File: src/rtl/arp_pkg.sv
// Shared constants, codes and helpers for the ARP address cache.
`default_nettype none
package arp_pkg;

  localparam int ENTRIES_DEFAULT = 32;

  localparam logic ACT_UPDATE = 1'b0;
  localparam logic ACT_LOOKUP = 1'b1;

  localparam logic [2:0] ST_STORED    = 3'd0;
  localparam logic [2:0] ST_DUPLICATE = 3'd1;
  localparam logic [2:0] ST_FULL      = 3'd2;
  localparam logic [2:0] ST_HIT       = 3'd3;
  localparam logic [2:0] ST_MISS      = 3'd4;
  localparam logic [2:0] ST_MCAST     = 3'd5;

  localparam logic [7:0]  MCAST_MASK = 8'hE0;
  localparam logic [23:0] MCAST_OUI  = 24'h01005E;

  function automatic logic is_mcast(input logic [31:0] ip);
    return (ip[7:0] & MCAST_MASK) == MCAST_MASK;
  endfunction

  function automatic logic [47:0] mcast_mac(input logic [31:0] ip);
    return {MCAST_OUI, 1'b0, ip[14:8], ip[23:16], ip[31:24]};
  endfunction

endpackage
`default_nettype wire

File: src/rtl/arp_ram.sv
// Generic simple dual-port RAM with registered read.
`default_nettype none
module arp_ram #(
  parameter int WIDTH = 32,
  parameter int DEPTH = 32,
  localparam int AW = (DEPTH > 1) ? $clog2(DEPTH) : 1
) (
  input  wire logic             clk,
  input  wire logic             we,
  input  wire logic [AW-1:0]    waddr,
  input  wire logic [WIDTH-1:0] wdata,
  input  wire logic [AW-1:0]    raddr,
  output logic      [WIDTH-1:0] rdata
);

  logic [WIDTH-1:0] mem [DEPTH];

  always_ff @(posedge clk) begin
    if (we) begin
      mem[waddr] <= wdata;
    end
    rdata <= mem[raddr];
  end

endmodule
`default_nettype wire

File: src/rtl/arp_address_cache.sv
// ARP address cache: fill-only IPv4-to-MAC table with sequential scan.
//
// Input channel (in_valid/in_ready) carries action, ip_addr and mac_in.
// action 0 appends the pair unless the address is present or the table
// is full; action 1 looks the address up. Multicast lookups map to
// 01:00:5E plus the low 23 address bits and never read the table.
// Output channel (out_valid/out_ready) carries status, mac_out and
// entry_count, one result beat per input beat, in order.
// Items that search the table do one address-memory read per cycle,
// walking the filled entries in order and stopping at the first hit.
// Multicast, address-zero lookups and updates to a full table go
// straight to the result without a scan.
// The result sits in an output register; a new item is accepted while
// it waits. If the receiver stalls, the next result is held internally
// and no further item is accepted until the register frees up.
// Reset clears the fill count and the output valid; the memories hold
// no state that matters until written, so no clearing pass is needed.
`default_nettype none
module arp_address_cache
  import arp_pkg::*;
#(
  parameter int ENTRIES = ENTRIES_DEFAULT
) (
  input  wire logic        clk,
  input  wire logic        rst,
  input  wire logic        in_valid,
  output logic             in_ready,
  input  wire logic        action,
  input  wire logic [31:0] ip_addr,
  input  wire logic [47:0] mac_in,
  output logic             out_valid,
  input  wire logic        out_ready,
  output logic [2:0]       status,
  output logic [47:0]      mac_out,
  output logic [5:0]       entry_count
);

  localparam int AW = (ENTRIES > 1) ? $clog2(ENTRIES) : 1;
  localparam int CW = $clog2(ENTRIES + 1);
  localparam int EW = (CW > 6) ? CW : 6;

  typedef enum logic [2:0] {
    S_IDLE   = 3'b001,
    S_SCAN   = 3'b010,
    S_FINISH = 3'b100
  } state_t;

  state_t          state;
  logic [CW-1:0]   fill;
  logic [CW-1:0]   scan_idx;
  logic            pend;
  logic            item_action;
  logic [31:0]     item_ip;
  logic [47:0]     item_mac;
  logic [2:0]      res_status;
  logic [47:0]     res_mac;

  logic [31:0]     addr_rdata;
  logic [47:0]     mac_rdata;
  logic            hit;
  logic            scan_end;
  logic            wr_en;
  logic [EW-1:0]   fill_ext;

  assign in_ready = (state == S_IDLE);
  assign hit      = pend && (addr_rdata == item_ip);
  assign scan_end = (scan_idx == fill);
  assign wr_en    = (state == S_SCAN) && !hit && scan_end && (item_action == ACT_UPDATE);
  assign fill_ext = EW'(fill);

  arp_ram #(.WIDTH(32), .DEPTH(ENTRIES)) u_addr_ram (
    .clk   (clk),
    .we    (wr_en),
    .waddr (fill[AW-1:0]),
    .wdata (item_ip),
    .raddr (scan_idx[AW-1:0]),
    .rdata (addr_rdata)
  );

  arp_ram #(.WIDTH(48), .DEPTH(ENTRIES)) u_mac_ram (
    .clk   (clk),
    .we    (wr_en),
    .waddr (fill[AW-1:0]),
    .wdata (item_mac),
    .raddr (scan_idx[AW-1:0]),
    .rdata (mac_rdata)
  );

  always_ff @(posedge clk) begin
    if (rst) begin
      state     <= S_IDLE;
      fill      <= '0;
      scan_idx  <= '0;
      pend      <= 1'b0;
      out_valid <= 1'b0;
    end else begin
      if (out_valid && out_ready) begin
        out_valid <= 1'b0;
      end
      unique case (state)
        S_IDLE: begin
          if (in_valid) begin
            item_action <= action;
            item_ip     <= ip_addr;
            item_mac    <= mac_in;
            pend        <= 1'b0;
            scan_idx    <= '0;
            res_mac     <= '0;
            if (action == ACT_LOOKUP && is_mcast(ip_addr)) begin
              res_status <= ST_MCAST;
              res_mac    <= mcast_mac(ip_addr);
              state      <= S_FINISH;
            end else if (action == ACT_LOOKUP && ip_addr == 32'd0) begin
              res_status <= ST_MISS;
              state      <= S_FINISH;
            end else if (action == ACT_UPDATE && fill == CW'(ENTRIES)) begin
              res_status <= ST_FULL;
              state      <= S_FINISH;
            end else begin
              state <= S_SCAN;
            end
          end
        end
        S_SCAN: begin
          if (hit) begin
            if (item_action == ACT_LOOKUP) begin
              res_status <= ST_HIT;
              res_mac    <= mac_rdata;
            end else begin
              res_status <= ST_DUPLICATE;
            end
            state <= S_FINISH;
          end else if (scan_end) begin
            if (item_action == ACT_LOOKUP) begin
              res_status <= ST_MISS;
            end else begin
              res_status <= ST_STORED;
              fill       <= fill + 1'b1;
            end
            state <= S_FINISH;
          end else begin
            scan_idx <= scan_idx + 1'b1;
            pend     <= 1'b1;
          end
        end
        S_FINISH: begin
          if (!out_valid || out_ready) begin
            out_valid   <= 1'b1;
            status      <= res_status;
            mac_out     <= res_mac;
            entry_count <= fill_ext[5:0];
            state       <= S_IDLE;
          end
        end
        default: begin
          state <= S_IDLE;
        end
      endcase
    end
  end

endmodule
`default_nettype wire

File: config.mk
export PLATFORM = sky130hd
export DESIGN_NAME = arp_address_cache
export DESIGN_NICKNAME = d
export VERILOG_FILES = /design/src/rtl/arp_pkg.sv /design/src/rtl/arp_ram.sv /design/src/rtl/arp_address_cache.sv
export SDC_FILE = /design/constraint.sdc
export NUM_CORES = 2
export LEC_CHECK = 0
export BUFFER_PORTS_ARGS = -buffer_cell sky130_fd_sc_hd__buf_4
export CORE_ASPECT_RATIO = 1.25
export CORE_MARGIN = 2
export CORE_UTILIZATION = 62
export DETAILED_ROUTE_END_ITERATION = 6
export PLACE_DENSITY = 0.88
export SLEW_MARGIN = 10
export SYNTH_ARGS = -nofsm -noshare
export SYNTH_HDL_FRONTEND = slang
export SYNTH_SLANG_ARGS = --single-unit
export TNS_END_PERCENT = 100
File: constraint.sdc
create_clock -name clk -period 8.6 [get_ports clk]
set_input_delay 1.72 -clock clk [delete_from_list [all_inputs] [get_ports clk]]
set_output_delay 1.72 -clock clk [all_outputs]
set_load 0.03 [all_outputs]
Word level (Yosys, flattened, before mapping)
Memory sizes are Yosys's and may differ from the RTL's. A register that Yosys moved wholly into a read port is not among the register bits.
Cells that the tools add are included.
{ "totals": {"out_inout_bits": 59, "mem_bits_rw": 2560, "mem_count": 2, "input_bits": 85, "word_cells": 91, "register_bits": 206} }
{ "classes": {"n_mux": 35, "add_sub_neg": 2, "bitwise_logic": 4, "n_eq_ne": 15, "reduce_logical": 20} }
{ "mem_list": {"columns": ["memory", "words", "word_bits", "read_ports", "rd_clocked_by_memory_dff", "write_ports", "line", "rtl"], "rows": [
  ["u_mac_ram.mem", 32, 48, 1, 1, 1, "arp_ram.sv:16", "logic [WIDTH-1:0] mem [DEPTH];"],
  ["u_addr_ram.mem", 32, 32, 1, 1, 1, "arp_ram.sv:16", null]
]} }
{ "ops": {"columns": ["cell", "n"], "rows": [
  ["$mux W48", 3],
  ["$pmux W48 S2", 1],
  ["$mux W3", 14],
  ["$mux W41", 1],
  ["$eq A32 B32 Y1", 1],
  ["$logic_not A32 Y1", 1],
  ["$mux W6", 3],
  ["$add A6 B1 Y6 const B", 2],
  ["$ne A2 B2 Y1 const B", 6],
  ["$pmux W6 S2", 1],
  ["$reduce_and A5 Y1", 2],
  ["$pmux W3 S3", 1],
  ["$reduce_and A3 Y1", 3],
  ["$logic_and A1 B1 Y1", 8],
  ["$mux W1", 8],
  ["$reduce_and A4 Y1", 2],
  ["$eq A3 B3 Y1 const B", 2],
  ["$eq A6 B6 Y1", 1],
  ["$eq A6 B6 Y1 const B", 1],
  ["$pmux W3 S2", 1],
  ["$ne A4 B1 Y1 const B", 1],
  ["$not A1 Y1", 4],
  ["$eq A3 B1 Y1 const B", 1],
  ["$eq A3 B2 Y1 const B", 1],
  ["other kinds (6)", 7]
]} }

Depth between registers and ports, before layout
{ "logic_depth": {"ltp_word": 8, "mapped_depth": 10, "depth_no_buf": 7} }

Cells and area by module
A second synthesis with hierarchy kept.
{ "unflattened": {"cells_unflattened": 6073, "area_unflattened_um2": 108949.5} }
{ "modules_own_cells": {"columns": ["module", "instances", "area_each_um2", "seq_area_each_um2", "cells_per_inst"], "rows": [
  ["arp_ram (u_mac_ram)", 1, 60724.5, 47085.2, 3364],
  ["arp_ram (u_addr_ram)", 1, 40492.6, 31390.1, 2260],
  ["arp_address_cache", 1, 7732.4, 6015.8, 449]
]} }

Worst setup path before layout
No wires, ideal clock.
{ "synth_path": {"kind": "reg-to-reg", "start": "reg scan_idx[0]", "end": "mem u_addr_ram.mem[30][0] (netlist: u_addr_ram.mem[15][0]), enable pin", "path_buffers": 4, "t_required_ns": 7.984, "path_slack_ns": 0.711, "stages_incl_launch_ff": 10, "synth_period_minus_slack_ns": 7.889, "t_arrival_ns": 7.272, "setup_ns": 0.616, "path_cell_list": "dfxtp_1 -> clkbuf_1 -> buf_6 -> buf_6 -> xor2_1 -> nor4_2 -> nand4b_1 -> a311o_1 -> buf_2 -> nor3_1"} }
{ "synth_between": {"elab_chain_len": 5} }
{ "synth_lines": {"columns": ["item", "line", "rtl"], "rows": [
  ["from (decl)", "arp_address_cache.sv:50", "logic [CW-1:0] scan_idx;"],
  ["from (signal assigned)", "arp_address_cache.sv:142", "scan_idx <= scan_idx + 1'b1;"],
  ["$eq A6 B6 Y1", "arp_address_cache.sv:67", "assign scan_end = (scan_idx == fill);"],
  ["$logic_and A1 B1 Y1 (2 in series)", "arp_address_cache.sv:68", "assign wr_en = (state == S_SCAN) && !hit && scan_end && (item_action == ACT_UPDATE);"],
  ["$mux W1", "arp_ram.sv:19", "if (we) begin"],
  ["$mux W1 (not written as such)", "arp_ram.sv:20", "mem[waddr] <= wdata;"],
  ["to (decl)", "arp_ram.sv:16", null]
]} }
No other way between the ends.

Worst setup path in the final report
{ "layout_path": {"start": "reg scan_idx[4]", "end": "mem u_mac_ram.mem[26][39], enable pin"} }
{ "layout_between": {"elab_chain_len": 5} }
{ "layout_lines": {"columns": ["item", "line"], "rows": [
  ["$eq A6 B6 Y1", "arp_address_cache.sv:67"],
  ["$logic_and A1 B1 Y1 (2 in series)", "arp_address_cache.sv:68"],
  ["$mux W1", "arp_ram.sv:19"],
  ["$mux W1 (not written as such)", "arp_ram.sv:20"],
  ["to (decl)", "arp_ram.sv:16"]
]} }
No other way between the ends.

==> reports/results.tsv <==
stage	metric	value	unit
synth	EDFF count, synth	2749	
floorplan	row count	169	
outcome	status	finished with violations	
setup_path	critical path endpoint category	register	
sta	worst setup margin	2530	ps
pwr	Int Pwr	22100	µW
setup_path	Critical R2R Capture	u_mac_ram.mem[26][39]$_DFFE_PP_	
cells_and_area	Final Core Density	0.698	
sta	Final Hold Slack	417	ps
setup_path	crit path launch type	register	
pwr	leakage	0.0357	µW
floorplan	chip width	374	µm
sta	Tmin final	6070	ps
grt	gr usage total	0.374	
placed_design	GPL Wtd Cong	0.840	
pwr	Clk pwr share	0.409	
synth	Synth Register Bits	2846	
sta	final count of hold timing violations	0	
floorplan	CORE AREA	170000	µm²
synth	synth warn	0	
clock_network	clk_lat worst skew	910	ps
setup_path	reg2reg start	scan_idx[4]$_SDFFE_PP0P_	
placed_design	port bufs	143	
drt	total iterations of the first detailed-routing run	7	
grt	first-pass GRT wire length	446000	µm
clock_network	TritonCTS buffer count	239	
drt	DR iter-0 viols	11300	
drt	Met1 Wirelength	99300	µm
min_path	WHS Path Cells	0	
sta	RSZ-0062 raised after global routing	false	
clock_network	CTS max path bufs	3	
drt	vias per cell	8.01	
floorplan	Initial Util	0.624	
pwr	net switching power figure	6330	µW
floorplan	top-level I/O count	144	
drt	wire length on met2	155000	µm
sta	Rel. slew slack	0.0497	
clock_network	Post-CTS Resized	0	
synth	Syn Inst Count	4200	
drt	WL met3	50500	µm
flow_run	Max Cap Viol	0	
setup_path	Arr. time, crit path	6580	ps
setup_path	crit path from	scan_idx[4]$_SDFFE_PP0P_	
sta	period utilization	0.706	
floorplan	Die Span Y	466	µm
placed_design	pre-CTS setup slack	2960	ps
drt	routed vias	55500	
drt	wire per inst	47.4	µm
grt	initial antenna violation count	22	
clock_network	CTS H-Tree Depth	4	
pwr	Max IR drop VDD	0.000230	V
setup_path	CP Class	reg2reg	
drt	number of nets still failing antenna checks after routing	0	
sta	TNS Setup	0	ps
floorplan	Die ar.	174000	µm²
cells_and_area	nets	4573	
synth	post-synthesis sequential area ratio	0.797	
clock_network	Post-CTS Setup Repair Bufs	0	
clock_network	CTS tree	yes	
cells_and_area	post-layout instance area	119000	µm²
setup_path	Critical Path RT	9100	ps
placed_design	hpwl dp	151000	µm
clock_network	Root Driver	clkbuf_16	
setup_path	Setup crit end	u_mac_ram.mem[26][39]$_DFFE_PP_	
drt	DRC viols	8	
sta	Layout Skew	48.4	ps
synth	syn avg cell area	25.2	µm²
pwr	switching fraction of total power	0.222	
cells_and_area	share of layout cells above drive strength 1	0.328	
cells_and_area	Layout area overhead	11.9	%
clock_network	cts hold-fix bufs	0	
min_path	hold crit path type	reg2reg	
setup_path	Max FO, Critical Path	46	
clock_network	Clock Sink Count	2846	
pwr	Power per Cell Area	240	nW/µm²
pwr	combinational share of power	0.024	
drt	top sig layer	met5	
sta	Fmax	0.165	GHz
outcome	failing checks	DRC	
clock_network	CTS clk-pin slew, worst paths	70	ps
synth	Async SR Flop Fraction	0	
sta	Least-Margin Pin Slew	1430	ps
placed_design	DP Area	110000	µm²
synth	syn_nets	4290	
setup_path	Worst Reg2Reg Path Length in Cells	8	
setup_path	R2R setup slack	2530	ps
drt	Post-Route WL	328000	µm
grt	vias in the first global route	54600	
synth	cell area after synthesis	106000	µm²
grt	grt total ovfl	0	
synth	library cells used by synthesis	50	
synth	Main synth FF type	edfxtp_1	
pwr	power share of the sequential group	0.567	
grt	pin count of the biggest net entering global routing	141	
sta	setup violators final	0	
sta	count of pins over their slew limit	0	
[worst min path at each step]
stage,start,to,slack [ps]
detailed placement,res_mac[36]$_SDFFCE_PN0P_,mac_out[36]$_DFFE_PP_,400
finish,res_mac[40]$_DFFE_PP_,mac_out[40]$_DFFE_PP_,420
global route,res_mac[6]$_DFFE_PP_,mac_out[6]$_DFFE_PP_,430
CTS,res_mac[36]$_SDFFCE_PN0P_,mac_out[36]$_DFFE_PP_,420
floorplan,res_mac[0]$_DFFE_PP_,mac_out[0]$_DFFE_PP_,400
global placement,res_mac[5]$_DFFE_PP_,mac_out[5]$_DFFE_PP_,400
[power by group through the flow]
stage	clock [µW]	combinational [µW]	sequential, µW
floorplan	0	249	16300
global placement	0	552	16400
detailed placement	0	578	16400
CTS	11600	604	16100
global route	12000	687	16200
finish	11600	682	16100
[registers in the layout (all words and copies together) (netlist names), 32 cells and up]
register          flops
mac_out              48
res_mac              48
item_mac             48
item_ip              32
u_addr_ram.mem     1024
u_mac_ram.mem      1536
u_addr_ram.rdata     32
u_mac_ram.rdata      48
[metrics by stage]
stage               total power [µW]  cells
floorplan                      16500   4200
global placement               16900   6453
detailed placement             17000   6454
CTS                            28300   6905
global route                   28900   6917
finish                         28400   6927
[synthesized netlist by cell type (all sizes together), types with 3 or more instances]
library cell	count	area (µm²)
a21o	7	52.6
a21oi	9	45.0
a22o	23	201
and2	20	125
and3	5	31.3
buf	73	323
clkbuf	134	503
dfxtp	97	1940
edfxtp	2749	82500
ha	5	62.6
inv	9	33.8
mux2	82	923
mux4	800	18000
nand2	19	71.3
nand2b	3	18.8
nand3	9	45.0
nand4	9	56.3
nor2	48	180
nor3	11	55.1
nor4	10	75.1
o21ai	3	15.0
o31ai	4	30.0
or4	3	22.5
xnor2	24	210
xor2	18	158
[cells in the final DEF, fill, tap and decap left out, drive strengths merged, types with 3 or more instances in the layout]
cell,netlist,routed
a21o,7,7
a21oi,9,9
a22o,23,23
and2,20,20
and3,5,5
buf,73,247
bufinv,0,31
clkbuf,134,321
clkinv,0,77
clkinvlp,0,16
dfxtp,97,97
diode,0,11
edfxtp,2749,2749
ha,5,5
inv,9,17
mux2,82,82
mux4,800,800
nand2,19,19
nand2b,3,3
nand3,9,9
nand4,9,9
nor2,48,48
nor3,11,11
nor4,10,10
o21ai,3,3
o31ai,4,4
or4,3,3
xnor2,24,24
xor2,18,18
[metal layers]
layer / global-route usage / up-vias
li1: - / 18700
met1: 0.481 / 28200
met2: 0.580 / 7071
met3: 0.116 / 1486
met4: 0.202 / 18
met5: 0.00465 / -
[critical path, cell delays in order (launching register included)]
cell and delay (ps):
dfxtp_4 1190, xor2_1 200, nor2_1 360, nand4b_1 330, a31oi_4 490, nand2_1 560
nor2_4 1080, buf_4 600, buf_4 690
[cells by family (layout without fill, tap and decap cells)]
group,count (synthesis),in the layout,synth area share
DFF,2846,2846,0.797
muxes,883,883,0.179
buffers and inverters,216,709,0.00811
and+or+nand+nor,149,149,0.00727
AOI/OAI and AO/OA,59,59,0.00447
xor gates and xnor gates,42,42,0.00347
adders and majority gates,5,5,0.000590
other,0,11,0
[final cells by class]
type,instances,area (µm²)
clock inverter,132,1610
inverter,9,33.8
fill,8564,51200
sequential,2846,84500
clock buffer,319,6470
tap,2223,2780
multi-input combinational,1138,20900
timing repair buffer,249,2220
antenna,11,27.5
Power figures use the tool's default switching activity.
